### config.mk
export PLATFORM = sky130hd
export DESIGN_NAME = motor_speed_pid_top_flat
export DESIGN_NICKNAME = d
export VERILOG_FILES = /design/src/design/msp_pkg.sv /design/src/design/msp_in_if.sv /design/src/design/msp_out_if.sv /design/src/design/motor_speed_pid_top.sv /design/src/flat_wrapper.sv
export SDC_FILE = /design/constraint.sdc
export NUM_CORES = 2
export LEC_CHECK = 0
export BUFFER_PORTS_ARGS = -buffer_cell sky130_fd_sc_hd__buf_4
export CAP_MARGIN = 20
export CORE_MARGIN = 5
export CORE_UTILIZATION = 45
export DETAILED_ROUTE_END_ITERATION = 7
export PLACE_DENSITY = 0.72
export SYNTH_ARGS = -nofsm -noshare
export SYNTH_HDL_FRONTEND = slang
export SYNTH_SLANG_ARGS = --single-unit
### constraint.sdc
create_clock -name i_clk -period 17.37 [get_ports i_clk]
set_clock_uncertainty 0.05 [all_clocks]
set_input_delay 1.737 -clock i_clk [delete_from_list [all_inputs] [get_ports i_clk]]
set_output_delay 1.737 -clock i_clk [all_outputs]
set_load 0.05 [all_outputs]
### src/design/msp_pkg.sv
`default_nettype none

package msp_pkg;

    localparam int GAIN_FRAC_BITS_DEF = 8;

    localparam int TIME_W     = 32;
    localparam int COUNT_W    = 32;
    localparam int GAIN_W     = 16;
    localparam int PERIOD_W   = 16;
    localparam int LIMIT_W    = 16;
    localparam int SPEED_W    = 24;
    localparam int DELTA_W    = 31;
    localparam int DRIVE_W    = 16;
    localparam int CFG_IDX_W  = 3;
    localparam int CFG_DATA_W = 24;

    // |delta| * 1000 fits in DELTA_W + 10 bits
    localparam int PROD_W = DELTA_W + 10;

    localparam logic [CFG_IDX_W-1:0] REG_KP_GAIN       = 3'd0;
    localparam logic [CFG_IDX_W-1:0] REG_KI_GAIN       = 3'd1;
    localparam logic [CFG_IDX_W-1:0] REG_KD_GAIN       = 3'd2;
    localparam logic [CFG_IDX_W-1:0] REG_SAMPLE_PERIOD = 3'd3;
    localparam logic [CFG_IDX_W-1:0] REG_OUT_MIN       = 3'd4;
    localparam logic [CFG_IDX_W-1:0] REG_OUT_MAX       = 3'd5;
    localparam logic [CFG_IDX_W-1:0] REG_TARGET_SPEED  = 3'd6;
    localparam logic [CFG_IDX_W-1:0] REG_ENABLE        = 3'd7;

    localparam logic [GAIN_W-1:0]   KP_GAIN_RST       = 16'd256;
    localparam logic [GAIN_W-1:0]   KI_GAIN_RST       = 16'd0;
    localparam logic [GAIN_W-1:0]   KD_GAIN_RST       = 16'd0;
    localparam logic [PERIOD_W-1:0] SAMPLE_PERIOD_RST = 16'd100;
    localparam logic [LIMIT_W-1:0]  OUT_MIN_RST       = 16'd0;
    localparam logic [LIMIT_W-1:0]  OUT_MAX_RST       = 16'd255;
    localparam logic [SPEED_W-1:0]  TARGET_SPEED_RST  = 24'd0;

endpackage

`default_nettype wire

### src/design/msp_in_if.sv
`default_nettype none

interface msp_in_if import msp_pkg::*; ();
    logic               valid;
    logic               ready;
    logic [TIME_W-1:0]  now_ms;
    logic [COUNT_W-1:0] encoder_count;
    logic               clear_state;

    modport source (output valid, output now_ms, output encoder_count, output clear_state,
                    input ready);
    modport sink   (input valid, input now_ms, input encoder_count, input clear_state,
                    output ready);
endinterface

`default_nettype wire

### src/design/msp_out_if.sv
`default_nettype none

interface msp_out_if import msp_pkg::*; ();
    logic                      valid;
    logic                      ready;
    logic signed [DRIVE_W-1:0] drive_value;
    logic [SPEED_W-1:0]        measured_speed;
    logic [DELTA_W-1:0]        pulse_delta;
    logic                      late_sample;

    modport source (output valid, output drive_value, output measured_speed,
                    output pulse_delta, output late_sample, input ready);
    modport sink   (input valid, input drive_value, input measured_speed,
                    input pulse_delta, input late_sample, output ready);
endinterface

`default_nettype wire

### src/design/motor_speed_pid_top.sv
`default_nettype none
// Inputs are taken only while the sequencer is idle; a new input is not accepted until the last one
// is finished. A too-early input, or one taken while disabled, yields no result.
// The sequencer uses a bit-serial divider (41 steps) and a shift-add multiplier (16 per gain).
// A finished result waits in the output register while the next input is taken.
// Reset (synchronous, active low) restores register defaults and zeroes all controller state.

module motor_speed_pid_top import msp_pkg::*; #(
    parameter int GAIN_FRAC_BITS = GAIN_FRAC_BITS_DEF
) (
    input  logic                  i_clk,
    input  logic                  i_rst_n,
    input  logic                  i_cfg_we,
    input  logic [CFG_IDX_W-1:0]  i_cfg_idx,
    input  logic [CFG_DATA_W-1:0] i_cfg_data,
    msp_in_if.sink                i_in,
    msp_out_if.source             o_out
);

    localparam int INT_W  = LIMIT_W + GAIN_FRAC_BITS;
    localparam int MPROD_W = GAIN_W + SPEED_W + 1;
    localparam int ACC_W  = ((INT_W > MPROD_W) ? INT_W : MPROD_W) + 3;
    localparam int MUL_CW = $clog2(GAIN_W);
    localparam int DIV_CW = $clog2(PROD_W);
    localparam int STEP_W = (MUL_CW > DIV_CW) ? MUL_CW : DIV_CW;

    localparam logic [ACC_W-1:0] FRAC_MASK = (ACC_W'(1) << GAIN_FRAC_BITS) - ACC_W'(1);

    localparam logic [3:0] S_IDLE    = 4'd0;
    localparam logic [3:0] S_DIFF    = 4'd1;
    localparam logic [3:0] S_CHECK   = 4'd2;
    localparam logic [3:0] S_SCALE   = 4'd3;
    localparam logic [3:0] S_DIV     = 4'd4;
    localparam logic [3:0] S_ERR     = 4'd5;
    localparam logic [3:0] S_MUL     = 4'd6;
    localparam logic [3:0] S_CLAMP_I = 4'd7;
    localparam logic [3:0] S_DRIVE   = 4'd8;
    localparam logic [3:0] S_OUT     = 4'd9;

    localparam logic [1:0] PH_KI = 2'd0;
    localparam logic [1:0] PH_KP = 2'd1;
    localparam logic [1:0] PH_KD = 2'd2;

    // configuration
    logic [GAIN_W-1:0]          r_kp, n_kp, r_ki, n_ki, r_kd, n_kd;
    logic [PERIOD_W-1:0]        r_period, n_period;
    logic signed [LIMIT_W-1:0]  r_out_min, n_out_min, r_out_max, n_out_max;
    logic [SPEED_W-1:0]         r_target, n_target;
    logic                       r_enable, n_enable;

    // controller state
    logic [TIME_W-1:0]          r_last_time, n_last_time;
    logic [COUNT_W-1:0]         r_prev_count, n_prev_count;
    logic signed [INT_W-1:0]    r_integ, n_integ;
    logic [SPEED_W-1:0]         r_last_speed, n_last_speed;

    // sequencer and datapath
    logic [3:0]                 r_state, n_state;
    logic [1:0]                 r_phase, n_phase;
    logic [STEP_W-1:0]          r_step, n_step;
    logic [TIME_W-1:0]          r_now, n_now, r_dt, n_dt;
    logic [COUNT_W-1:0]         r_cnt, n_cnt, r_cdiff, n_cdiff;
    logic [PERIOD_W-1:0]        r_per, n_per;
    logic [PERIOD_W+1:0]        r_per3, n_per3;
    logic                       r_late, n_late;
    logic [DELTA_W-1:0]         r_delta, n_delta;
    logic [PROD_W-1:0]          r_dvd, n_dvd;
    logic [TIME_W-2:0]          r_rem, n_rem;
    logic [SPEED_W-1:0]         r_quot, n_quot;
    logic                       r_qovf, n_qovf;
    logic [SPEED_W-1:0]         r_speed, n_speed;
    logic signed [SPEED_W:0]    r_err, n_err;
    logic signed [ACC_W-1:0]    r_mcand, n_mcand, r_acc, n_acc;
    logic [GAIN_W-1:0]          r_mplier, n_mplier;
    logic signed [DRIVE_W-1:0]  r_drive, n_drive;

    // output register
    logic                       r_o_valid, n_o_valid;
    logic signed [DRIVE_W-1:0]  r_o_drive, n_o_drive;
    logic [SPEED_W-1:0]         r_o_speed, n_o_speed;
    logic [DELTA_W-1:0]         r_o_delta, n_o_delta;
    logic                       r_o_late, n_o_late;

    // combinational helpers
    logic [PERIOD_W-1:0]        per_eff;
    logic [COUNT_W-1:0]         cdiff_abs;
    logic [PROD_W-1:0]          d_ext;
    logic [TIME_W-1:0]          rem_sh;
    logic                       q_bit;
    logic [TIME_W-1:0]          rem_sub;
    logic [SPEED_W-1:0]         speed_sat;
    logic signed [SPEED_W:0]    err_val;
    logic signed [SPEED_W:0]    dspeed;
    logic signed [ACC_W-1:0]    hi_acc, lo_acc, integ_acc, adj, shifted;
    logic signed [INT_W-1:0]    integ_clamped;
    logic [TIME_W:0]            dt2;

    assign i_in.ready = (r_state == S_IDLE);

    assign o_out.valid          = r_o_valid;
    assign o_out.drive_value    = r_o_drive;
    assign o_out.measured_speed = r_o_speed;
    assign o_out.pulse_delta    = r_o_delta;
    assign o_out.late_sample    = r_o_late;

    assign per_eff   = (r_period == '0) ? PERIOD_W'(1) : r_period;
    assign cdiff_abs = r_cdiff[COUNT_W-1] ? (~r_cdiff + COUNT_W'(1)) : r_cdiff;
    assign d_ext     = PROD_W'(r_delta);
    assign dt2       = {r_dt, 1'b0};

    assign rem_sh  = {r_rem, r_dvd[PROD_W-1]};
    assign q_bit   = (rem_sh >= r_dt);
    assign rem_sub = rem_sh - r_dt;

    assign speed_sat = r_qovf ? {SPEED_W{1'b1}} : r_quot;
    assign err_val   = $signed({1'b0, r_target}) - $signed({1'b0, speed_sat});
    assign dspeed    = $signed({1'b0, r_last_speed}) - $signed({1'b0, r_speed});

    assign hi_acc    = {{(ACC_W-LIMIT_W){r_out_max[LIMIT_W-1]}}, r_out_max} <<< GAIN_FRAC_BITS;
    assign lo_acc    = {{(ACC_W-LIMIT_W){r_out_min[LIMIT_W-1]}}, r_out_min} <<< GAIN_FRAC_BITS;
    assign integ_acc = {{(ACC_W-INT_W){r_integ[INT_W-1]}}, r_integ};

    always_comb begin
        if (r_acc > hi_acc) begin
            integ_clamped = hi_acc[INT_W-1:0];
        end else if (r_acc < lo_acc) begin
            integ_clamped = lo_acc[INT_W-1:0];
        end else begin
            integ_clamped = r_acc[INT_W-1:0];
        end
    end

    // truncation toward zero
    assign adj     = r_acc + (r_acc[ACC_W-1] ? $signed(FRAC_MASK) : $signed(ACC_W'(0)));
    assign shifted = adj >>> GAIN_FRAC_BITS;

    always_comb begin
        n_kp = r_kp; n_ki = r_ki; n_kd = r_kd; n_period = r_period;
        n_out_min = r_out_min; n_out_max = r_out_max; n_target = r_target;
        n_enable = r_enable;
        n_last_time = r_last_time; n_prev_count = r_prev_count;
        n_integ = r_integ; n_last_speed = r_last_speed;
        n_state = r_state; n_phase = r_phase; n_step = r_step;
        n_now = r_now; n_cnt = r_cnt; n_dt = r_dt; n_cdiff = r_cdiff;
        n_per = r_per; n_per3 = r_per3; n_late = r_late; n_delta = r_delta;
        n_dvd = r_dvd; n_rem = r_rem; n_quot = r_quot; n_qovf = r_qovf;
        n_speed = r_speed; n_err = r_err; n_mcand = r_mcand; n_acc = r_acc;
        n_mplier = r_mplier; n_drive = r_drive;
        n_o_valid = r_o_valid; n_o_drive = r_o_drive; n_o_speed = r_o_speed;
        n_o_delta = r_o_delta; n_o_late = r_o_late;

        if (i_cfg_we) begin
            case (i_cfg_idx)
                REG_KP_GAIN:       n_kp = i_cfg_data[GAIN_W-1:0];
                REG_KI_GAIN:       n_ki = i_cfg_data[GAIN_W-1:0];
                REG_KD_GAIN:       n_kd = i_cfg_data[GAIN_W-1:0];
                REG_SAMPLE_PERIOD: n_period = i_cfg_data[PERIOD_W-1:0];
                REG_OUT_MIN:       n_out_min = i_cfg_data[LIMIT_W-1:0];
                REG_OUT_MAX:       n_out_max = i_cfg_data[LIMIT_W-1:0];
                REG_TARGET_SPEED:  n_target = i_cfg_data[SPEED_W-1:0];
                REG_ENABLE:        n_enable = i_cfg_data[0];
                default:           n_enable = r_enable;
            endcase
        end

        if (r_o_valid && o_out.ready) begin
            n_o_valid = 1'b0;
        end

        case (r_state)
            S_IDLE: begin
                if (i_in.valid) begin
                    n_now = i_in.now_ms;
                    n_cnt = i_in.encoder_count;
                    if (i_in.clear_state) begin
                        n_integ      = '0;
                        n_last_speed = '0;
                    end
                    if (r_enable) begin
                        n_state = S_DIFF;
                    end
                end
            end
            S_DIFF: begin
                n_dt    = r_now - r_last_time;
                n_cdiff = r_cnt - r_prev_count;
                n_per   = per_eff;
                n_per3  = (PERIOD_W+2)'(per_eff) + {1'b0, per_eff, 1'b0};
                n_state = S_CHECK;
            end
            S_CHECK: begin
                if (r_dt[TIME_W-1] || (r_dt < TIME_W'(r_per))) begin
                    n_state = S_IDLE;
                end else begin
                    n_late       = (dt2 > (TIME_W+1)'(r_per3));
                    n_delta      = cdiff_abs[COUNT_W-1] ? {DELTA_W{1'b1}}
                                                        : cdiff_abs[DELTA_W-1:0];
                    n_last_time  = r_now;
                    n_prev_count = r_cnt;
                    n_state      = S_SCALE;
                end
            end
            S_SCALE: begin
                // x1000 = x1024 - x32 + x8
                n_dvd   = (d_ext << 10) - (d_ext << 5) + (d_ext << 3);
                n_rem   = '0;
                n_quot  = '0;
                n_qovf  = 1'b0;
                n_step  = STEP_W'(PROD_W - 1);
                n_state = S_DIV;
            end
            S_DIV: begin
                n_rem  = q_bit ? rem_sub[TIME_W-2:0] : rem_sh[TIME_W-2:0];
                n_dvd  = r_dvd << 1;
                n_quot = {r_quot[SPEED_W-2:0], q_bit};
                n_qovf = r_qovf | r_quot[SPEED_W-1];
                n_step = r_step - STEP_W'(1);
                if (r_step == '0) begin
                    n_state = S_ERR;
                end
            end
            S_ERR: begin
                n_speed = speed_sat;
                n_err   = err_val;
                if (!err_val[SPEED_W] && (err_val != '0)) begin
                    n_acc    = integ_acc;
                    n_mcand  = {{(ACC_W-SPEED_W-1){err_val[SPEED_W]}}, err_val};
                    n_mplier = r_ki;
                    n_phase  = PH_KI;
                    n_step   = STEP_W'(GAIN_W - 1);
                    n_state  = S_MUL;
                end else begin
                    n_drive = '0;
                    n_state = S_OUT;
                end
            end
            S_MUL: begin
                if (r_mplier[0]) begin
                    n_acc = r_acc + r_mcand;
                end
                n_mcand  = r_mcand <<< 1;
                n_mplier = r_mplier >> 1;
                n_step   = r_step - STEP_W'(1);
                if (r_step == '0) begin
                    case (r_phase)
                        PH_KI: begin
                            n_state = S_CLAMP_I;
                        end
                        PH_KP: begin
                            // derivative on measurement, subtracted via (last - speed)
                            n_mcand  = {{(ACC_W-SPEED_W-1){dspeed[SPEED_W]}}, dspeed};
                            n_mplier = r_kd;
                            n_phase  = PH_KD;
                            n_step   = STEP_W'(GAIN_W - 1);
                        end
                        default: begin
                            n_state = S_DRIVE;
                        end
                    endcase
                end
            end
            S_CLAMP_I: begin
                n_integ  = integ_clamped;
                n_acc    = {{(ACC_W-INT_W){integ_clamped[INT_W-1]}}, integ_clamped};
                n_mcand  = {{(ACC_W-SPEED_W-1){r_err[SPEED_W]}}, r_err};
                n_mplier = r_kp;
                n_phase  = PH_KP;
                n_step   = STEP_W'(GAIN_W - 1);
                n_state  = S_MUL;
            end
            S_DRIVE: begin
                if (r_acc > hi_acc) begin
                    n_drive = r_out_max;
                end else if (r_acc < lo_acc) begin
                    n_drive = r_out_min;
                end else begin
                    n_drive = shifted[DRIVE_W-1:0];
                end
                n_last_speed = r_speed;
                n_state      = S_OUT;
            end
            S_OUT: begin
                if (!r_o_valid || o_out.ready) begin
                    n_o_valid = 1'b1;
                    n_o_drive = r_drive;
                    n_o_speed = r_speed;
                    n_o_delta = r_delta;
                    n_o_late  = r_late;
                    n_state   = S_IDLE;
                end
            end
            default: begin
                n_state = S_IDLE;
            end
        endcase
    end

    always_ff @(posedge i_clk) begin
        if (!i_rst_n) begin
            r_kp         <= KP_GAIN_RST;
            r_ki         <= KI_GAIN_RST;
            r_kd         <= KD_GAIN_RST;
            r_period     <= SAMPLE_PERIOD_RST;
            r_out_min    <= OUT_MIN_RST;
            r_out_max    <= OUT_MAX_RST;
            r_target     <= TARGET_SPEED_RST;
            r_enable     <= 1'b0;
            r_last_time  <= '0;
            r_prev_count <= '0;
            r_integ      <= '0;
            r_last_speed <= '0;
            r_state      <= S_IDLE;
            r_o_valid    <= 1'b0;
        end else begin
            r_kp         <= n_kp;
            r_ki         <= n_ki;
            r_kd         <= n_kd;
            r_period     <= n_period;
            r_out_min    <= n_out_min;
            r_out_max    <= n_out_max;
            r_target     <= n_target;
            r_enable     <= n_enable;
            r_last_time  <= n_last_time;
            r_prev_count <= n_prev_count;
            r_integ      <= n_integ;
            r_last_speed <= n_last_speed;
            r_state      <= n_state;
            r_o_valid    <= n_o_valid;
        end
    end

    always_ff @(posedge i_clk) begin
        r_phase   <= n_phase;
        r_step    <= n_step;
        r_now     <= n_now;
        r_cnt     <= n_cnt;
        r_dt      <= n_dt;
        r_cdiff   <= n_cdiff;
        r_per     <= n_per;
        r_per3    <= n_per3;
        r_late    <= n_late;
        r_delta   <= n_delta;
        r_dvd     <= n_dvd;
        r_rem     <= n_rem;
        r_quot    <= n_quot;
        r_qovf    <= n_qovf;
        r_speed   <= n_speed;
        r_err     <= n_err;
        r_mcand   <= n_mcand;
        r_acc     <= n_acc;
        r_mplier  <= n_mplier;
        r_drive   <= n_drive;
        r_o_drive <= n_o_drive;
        r_o_speed <= n_o_speed;
        r_o_delta <= n_o_delta;
        r_o_late  <= n_o_late;
    end

endmodule

`default_nettype wire
### src/flat_wrapper.sv
// flat-port wrapper written by rule: the top's interface ports become plain ports
module motor_speed_pid_top_flat import msp_pkg::*;
#(
    parameter int GAIN_FRAC_BITS = GAIN_FRAC_BITS_DEF
)
  (i_clk, i_rst_n, i_cfg_we, i_cfg_idx, i_cfg_data, i_in_valid, i_in_now_ms, i_in_encoder_count, i_in_clear_state, i_in_ready, o_out_valid, o_out_drive_value, o_out_measured_speed, o_out_pulse_delta, o_out_late_sample, o_out_ready);
  msp_in_if i_in_i ();
  msp_out_if o_out_i ();
  input  logic i_clk;
  input  logic i_rst_n;
  input  logic i_cfg_we;
  input  logic [CFG_IDX_W-1:0] i_cfg_idx;
  input  logic [CFG_DATA_W-1:0] i_cfg_data;
  input wire logic [$bits(i_in_i.valid)-1:0] i_in_valid;
  input wire logic [$bits(i_in_i.now_ms)-1:0] i_in_now_ms;
  input wire logic [$bits(i_in_i.encoder_count)-1:0] i_in_encoder_count;
  input wire logic [$bits(i_in_i.clear_state)-1:0] i_in_clear_state;
  output wire logic [$bits(i_in_i.ready)-1:0] i_in_ready;
  output wire logic [$bits(o_out_i.valid)-1:0] o_out_valid;
  output wire logic [$bits(o_out_i.drive_value)-1:0] o_out_drive_value;
  output wire logic [$bits(o_out_i.measured_speed)-1:0] o_out_measured_speed;
  output wire logic [$bits(o_out_i.pulse_delta)-1:0] o_out_pulse_delta;
  output wire logic [$bits(o_out_i.late_sample)-1:0] o_out_late_sample;
  input wire logic [$bits(o_out_i.ready)-1:0] o_out_ready;
  assign i_in_i.valid = i_in_valid;
  assign i_in_i.now_ms = i_in_now_ms;
  assign i_in_i.encoder_count = i_in_encoder_count;
  assign i_in_i.clear_state = i_in_clear_state;
  assign i_in_ready = i_in_i.ready;
  assign o_out_valid = o_out_i.valid;
  assign o_out_drive_value = o_out_i.drive_value;
  assign o_out_measured_speed = o_out_i.measured_speed;
  assign o_out_pulse_delta = o_out_i.pulse_delta;
  assign o_out_late_sample = o_out_i.late_sample;
  assign o_out_i.ready = o_out_ready;
  motor_speed_pid_top #(.GAIN_FRAC_BITS(GAIN_FRAC_BITS)) u_core (.i_clk(i_clk), .i_rst_n(i_rst_n), .i_cfg_we(i_cfg_we), .i_cfg_idx(i_cfg_idx), .i_cfg_data(i_cfg_data), .i_in(i_in_i), .o_out(o_out_i));
endmodule
Yosys cells after proc, flatten, opt, wreduce, memory -nomap -nowiden. Cells that the tools add are included.

Flip-flop bits (word level): 778. Input bits: 97. Logic and storage cells: 173. Output and inout bits: 74.

Add/sub/neg operators: 12. Bitwise logic cells: 3. Equal/unequal tests: 28. $lt $le $gt $ge: 5. Reduce and logical (&&, ||, !) cells: 37. Mux-type cells: 50.

Operator list (number): 44-bit case mux with 3 select lines (2); 44-bit 2-to-1 mux (5); 24-bit case mux with 2 select lines (3); 24-bit 2-to-1 mux (5); 16-bit 2-to-1 mux (7); 41-bit case mux with 2 select lines (1); 32-bit subtractor (2); 31-bit case mux with 2 select lines (1); 24-bit by 24-bit subtractor with 25-bit output (2); 16-bit case mux with 3 select lines (1); 44-bit adder (1); 44-bit by 24-bit > comparator with 1-bit output (1); 44-bit by 24-bit < comparator with 1-bit output (1); 41-bit by 34-bit adder with 41-bit output (1); 41-bit by 36-bit subtractor with 41-bit output (1); 4-bit case mux with 10 select lines (1); 33-bit by 18-bit > comparator with 1-bit output (1); 32-bit by 1-bit adder with 32-bit output (second input constant) (1); 32-bit >= comparator (1); 32-bit by 16-bit < comparator with 1-bit output (1); 32-bit 2-to-1 mux (1); 32-bit NOT (1); 16-bit case mux with 2 select lines (1); 31-bit 2-to-1 mux (1); 41 further kinds (92).

Longest topological paths before layout.
Word-level depth: 6. Mapped depth: 20. Gate-level depth less buffers: 19.

Worst setup path before layout. OpenSTA, ideal clock, no wires.

Path type: flip-flop to flip-flop. From: reg u_core.r_state[0]. To: reg u_core.r_cdiff[0] (enable). Setup time: 0.674 ns. Data required time: 16.646 ns. Stages on the path, launching flop included: 4. Arrival: 7.252 ns. Slack: 9.394 ns. Buffers on the path: 1. Period minus slack after synthesis: 7.976 ns. Cell sequence: dfxtp_1 -> clkbuf_1 -> nand2_1 -> nor3_1.

Cells in the longest elaborated chain, start to end: 1.

Ends and longest elaborated chain: from (decl) (line motor_speed_pid_top.sv:58) `logic [3:0] r_state, n_state;`; from (signal assigned) (line motor_speed_pid_top.sv:327) `r_state <= n_state;`; 4-bit by 1-bit equality test with 1-bit output (line motor_speed_pid_top.sv:170) `case (r_state)`; to (signal assigned) (line motor_speed_pid_top.sv:338) `r_cdiff <= n_cdiff;`; to (decl) (line motor_speed_pid_top.sv:62) `logic [COUNT_W-1:0] r_cnt, n_cnt, r_cdiff, n_cdiff;`.

No other way between the ends. A chain may end at the register's enable or synchronous reset.

Worst setup path after layout.
From: reg u_core.r_qovf. To: reg u_core.r_drive[11] (enable).

Cells in the longest elaborated chain, start to end: 6. Elaborated cells on any way between the ends: 7. Classes of those cells: add/sub: 1; eq/ne: 1; mux: 1; reduce/logical: 4.

Ends and longest elaborated chain: from (decl) (line motor_speed_pid_top.sv:70) `logic r_qovf, n_qovf;`; from (signal assigned) (line motor_speed_pid_top.sv:346) `r_qovf <= n_qovf;`; 24-bit 2-to-1 mux (line motor_speed_pid_top.sv:115) `assign speed_sat = r_qovf ? {SPEED_W{1'b1}} : r_quot;`; net u_core.speed_sat[0] (line motor_speed_pid_top.sv:91) `logic [SPEED_W-1:0] speed_sat;`; 24-bit by 24-bit subtractor with 25-bit output (line motor_speed_pid_top.sv:116) `assign err_val = $signed({1'b0, r_target}) - $signed({1'b0, speed_sat});`; net u_core.err_val[14] (line motor_speed_pid_top.sv:92) `logic signed [SPEED_W:0] err_val;`; 25-bit nonzero test (line motor_speed_pid_top.sv:225) `if (!err_val[SPEED_W] && (err_val != '0)) begin`; 1-bit logical AND (line motor_speed_pid_top.sv:225); 2-bit != test (no source line); 2-bit AND reduction (no source line); to (signal assigned) (line motor_speed_pid_top.sv:352) `r_drive <= n_drive;`; to (decl) (line motor_speed_pid_top.sv:75) `logic signed [DRIVE_W-1:0] r_drive, n_drive;`.

The timed path passes the listed nets, and every way through them passes these cells.

==> results.py <==
metrics = {
    "yosys": {
        "synth_seq_area_share_pct": 45.3,
        "synth_cells": 4633,
        "ys_ff_latch": 774,
        "yosysTopAreaCell": "edfxtp_1",
        "synth_top_area_share_pct": 35.0,
        "yosys_warnings": 0,
        "synth_area_per_cell_um2": 9.94,
        "ys.flop_type": "edfxtp_1",
        "async_flop_share_pct": 0,
        "syn_nets": 5114,
        "synth_cell_types": 103,
        "synth_edf_count": 536,
        "syn_area_mm2": 0.0460,
        "synth.area.top_cells": "edfxtp_1 35%, dfxtp_1 10%, ha_1 9.6%",
    },
    "sta": {
        "finalSetupTns_ps": 0,
        "period_minus_slack_ps": 5540,
        "period_share_pct": 31.9,
        "tightest_slew_ps": 1120,
        "slew_headroom_pct": 25.1,
        "setup_viol": 0,
        "hold_viol": 0,
        "slew_viol_final": 0,
        "rsz0062_at_grt": "no",
        "fmax_mhz": 180,
    },
    "layout": {
        "nets": 5234,
        "final_cell_mix": "536 x edfxtp_1, 506 x nand2_1, 388 x inv_1",
        "fill_cells": 8997,
        "utilization_pct": 50.8,
        "drive_gt1_share_pct": 9.22,
        "syn2layout_area_growth_pct": 12.3,
        "num_antenna_cells": 0,
        "final_common_cell": "edfxtp_1",
    },
    "global_route": {
        "antenna_found_initial": 1,
        "grt_pass1_wl_um": 183000,
        "globalRouteOverflowTotal": 0,
        "grt_pass1_vias": 33300,
        "grt_max_degree": 121,
        "grt.total_usage_pct": 21.0,
    },
    "clocking": {
        "post_cts_buffers": 0,
        "cts_resized": 0,
        "clk_latency_ps": 650,
        "holdBufCountCts": 0,
        "clkTransAtPathRegs_ps": 60,
        "cts-root-buf": "clkbuf_16",
        "cts_tree": "built",
        "numClockSinks": 774,
        "cts_buffers": 85,
        "clock_path_buffers": 3,
        "htree_levels": 3,
    },
    "critical_path": {
        "timing.rr.end": "u_core.r_drive[11]",
        "ff2ff_path_depth": 15,
        "cp-endpoint": "u_core.r_drive[11]",
        "cp_data_required_time_ps": 17600,
        "cp-start-kind": "flop",
        "crit_arrival_ps": 5770,
        "endpoint_kind": "flop",
        "timing.rr.start": "u_core.r_qovf",
        "startpoint": "u_core.r_qovf",
        "path_class": "flop to flop",
        "cp_max_fo": 54,
        "worst-r2r-setup-slack_ps": 11830,
    },
    "flow_run": {
        "max-cap-violations": 0,
    },
    "floorplan": {
        "die_w_um": 330,
        "dieHeight_um": 330,
        "row_count": 117,
        "io_pins": 171,
        "die_area_mm2": 0.109,
        "core_mm2": 0.102,
        "start_util_pct": 45.3,
    },
    "placed_design": {
        "place.gp.congestion": 0.948,
        "port_buffers": 170,
        "place.detailed.hpwl_um": 84700,
    },
    "routing": {
        "ant_nets": 0,
        "drcViolationCount": 0,
        "dr.pass1.iters": 6,
        "num_vias": 34700,
        "drt_iter0_markers": 2855,
        "drt-wirelength-per-cell_um": 18.9,
        "vias_per_cell": 5.60,
        "wl_um": 117000,
    },
    "min_path": {
        "hold_class": "flop to flop",
    },
    "power_and_ir_drop": {
        "powerDensity_mw_per_mm2": 79.9,
        "p_leak_nw": 20.8,
        "irDropWorstVdd_uv": 70.3,
    },
    "run_status": {
        "status": "completed",
    },
}
[sequential cells by signal, indices dropped and copies added (netlist names), 31 cells and up]
name,count
u_core.r_acc,44
u_core.r_mcand,44
u_core.r_dvd,38
u_core.r_cdiff,32
u_core.r_cnt,32
u_core.r_dt,32
u_core.r_last_time,32
u_core.r_now,32
u_core.r_prev_count,32
u_core.o_out.pulse_delta,31
u_core.r_delta,31
u_core.r_rem,31
[worst min path at each step]
| stage | startpoint | end | slack, ps | cells past startpoint |
|---|---|---|---|---|
| 3_5_place_dp | u_core.r_late | u_core.o_out.late_sample | 360 | 0 |
| 3_3_place_gp | u_core.r_drive[12] | u_core.o_out.drive_value[12] | 360 | 0 |
| 4_1_cts | u_core.r_drive[14] | u_core.o_out.drive_value[14] | 380 | 0 |
| 2_1_floorplan | u_core.r_drive[0] | u_core.o_out.drive_value[0] | 350 | 0 |
| 5_1_grt | u_core.r_drive[14] | u_core.o_out.drive_value[14] | 390 | 0 |
| 6_report | u_core.r_drive[14] | u_core.o_out.drive_value[14] | 380 | 0 |
[per-layer routing]
layer	global-route usage, %	wire length, um	vias to the layer above
li1	-	-	16800
met2	35.4	55400	975
met1	28.4	51800	16700
met3	3.28	6970	174
met5	0	0	-
met4	5.90	2910	0
[Yosys cell counts (31+ instances only)]
library cell / instances
a22oi_1: 41
and3_1: 47
mux2i_1: 128
ha_1: 353
nand2_1: 508
o21ai_0: 183
inv_1: 389
fa_1: 31
a21oi_1: 276
nand2b_1: 42
clkbuf_1: 143
dfxtp_1: 238
nor2b_1: 139
a21boi_0: 133
a21o_1: 175
xnor2_1: 161
nand3_1: 62
nand4_1: 49
edfxtp_1: 536
nor3_1: 70
nor2_1: 281
xor2_1: 98
o21a_1: 44
[metrics by stage]
step | std cells | total power, mW | hold slack, ps | setup slack (ps) | area (um^2)
2_1_floorplan | 4633 | 2.18 | 350 | 9390 | 46000
3_3_place_gp | 6032 | 2.25 | 356 | 11930 | 48700
3_5_place_dp | 6032 | 2.26 | 362 | 11810 | 48700
4_1_cts | 6192 | 4.17 | 378 | 11800 | 51700
5_1_grt | 6194 | 4.28 | 385 | 11460 | 51700
6_report | 6194 | 4.13 | 378 | 11830 | 51700
[cell type report]
cell class	count	area, um^2	share of cell area [%]
timing repair buffer	207	1570	3.04
clock inverter	49	561	1.08
inverter	391	1470	2.84
tap	1368	1710	3.31
sequential	774	20900	40.4
clock buffer	111	2420	4.69
multi-input combinational	3294	23100	44.7
[where the power goes]
part	switching, mW	internal [mW]
clock network	0.772	1.14
logic	0.128	0.0936
registers	0.0153	1.98
[critical path: stages, from the launching register on]
cell       delay (ps)
edfxtp_1          350
buf_4             300
or2_2             370
ha_1              210
fa_1              410
nor2b_1           160
o221a_2           220
a211oi_1           70
nor3_1            530
a2bb2oi_1         180
xnor2_1           190
or2_2             300
nor4_2            310
nand4_2           230
o31ai_4           490
nand2b_1          750
[logic make-up after synthesis]
family                     Yosys count  share of synthesized area [%]
AOI/OAI and AO/OA                 1160                           16.9
buffers and inverters              565                           4.74
muxes                              141                           3.10
DFF                                774                           45.3
adders and majority gates          386                           11.0
and+or+nand+nor                   1347                           14.0
xor gates and xnor gates           260                           4.96
Note: power is estimated with default switching activity, not from simulation.
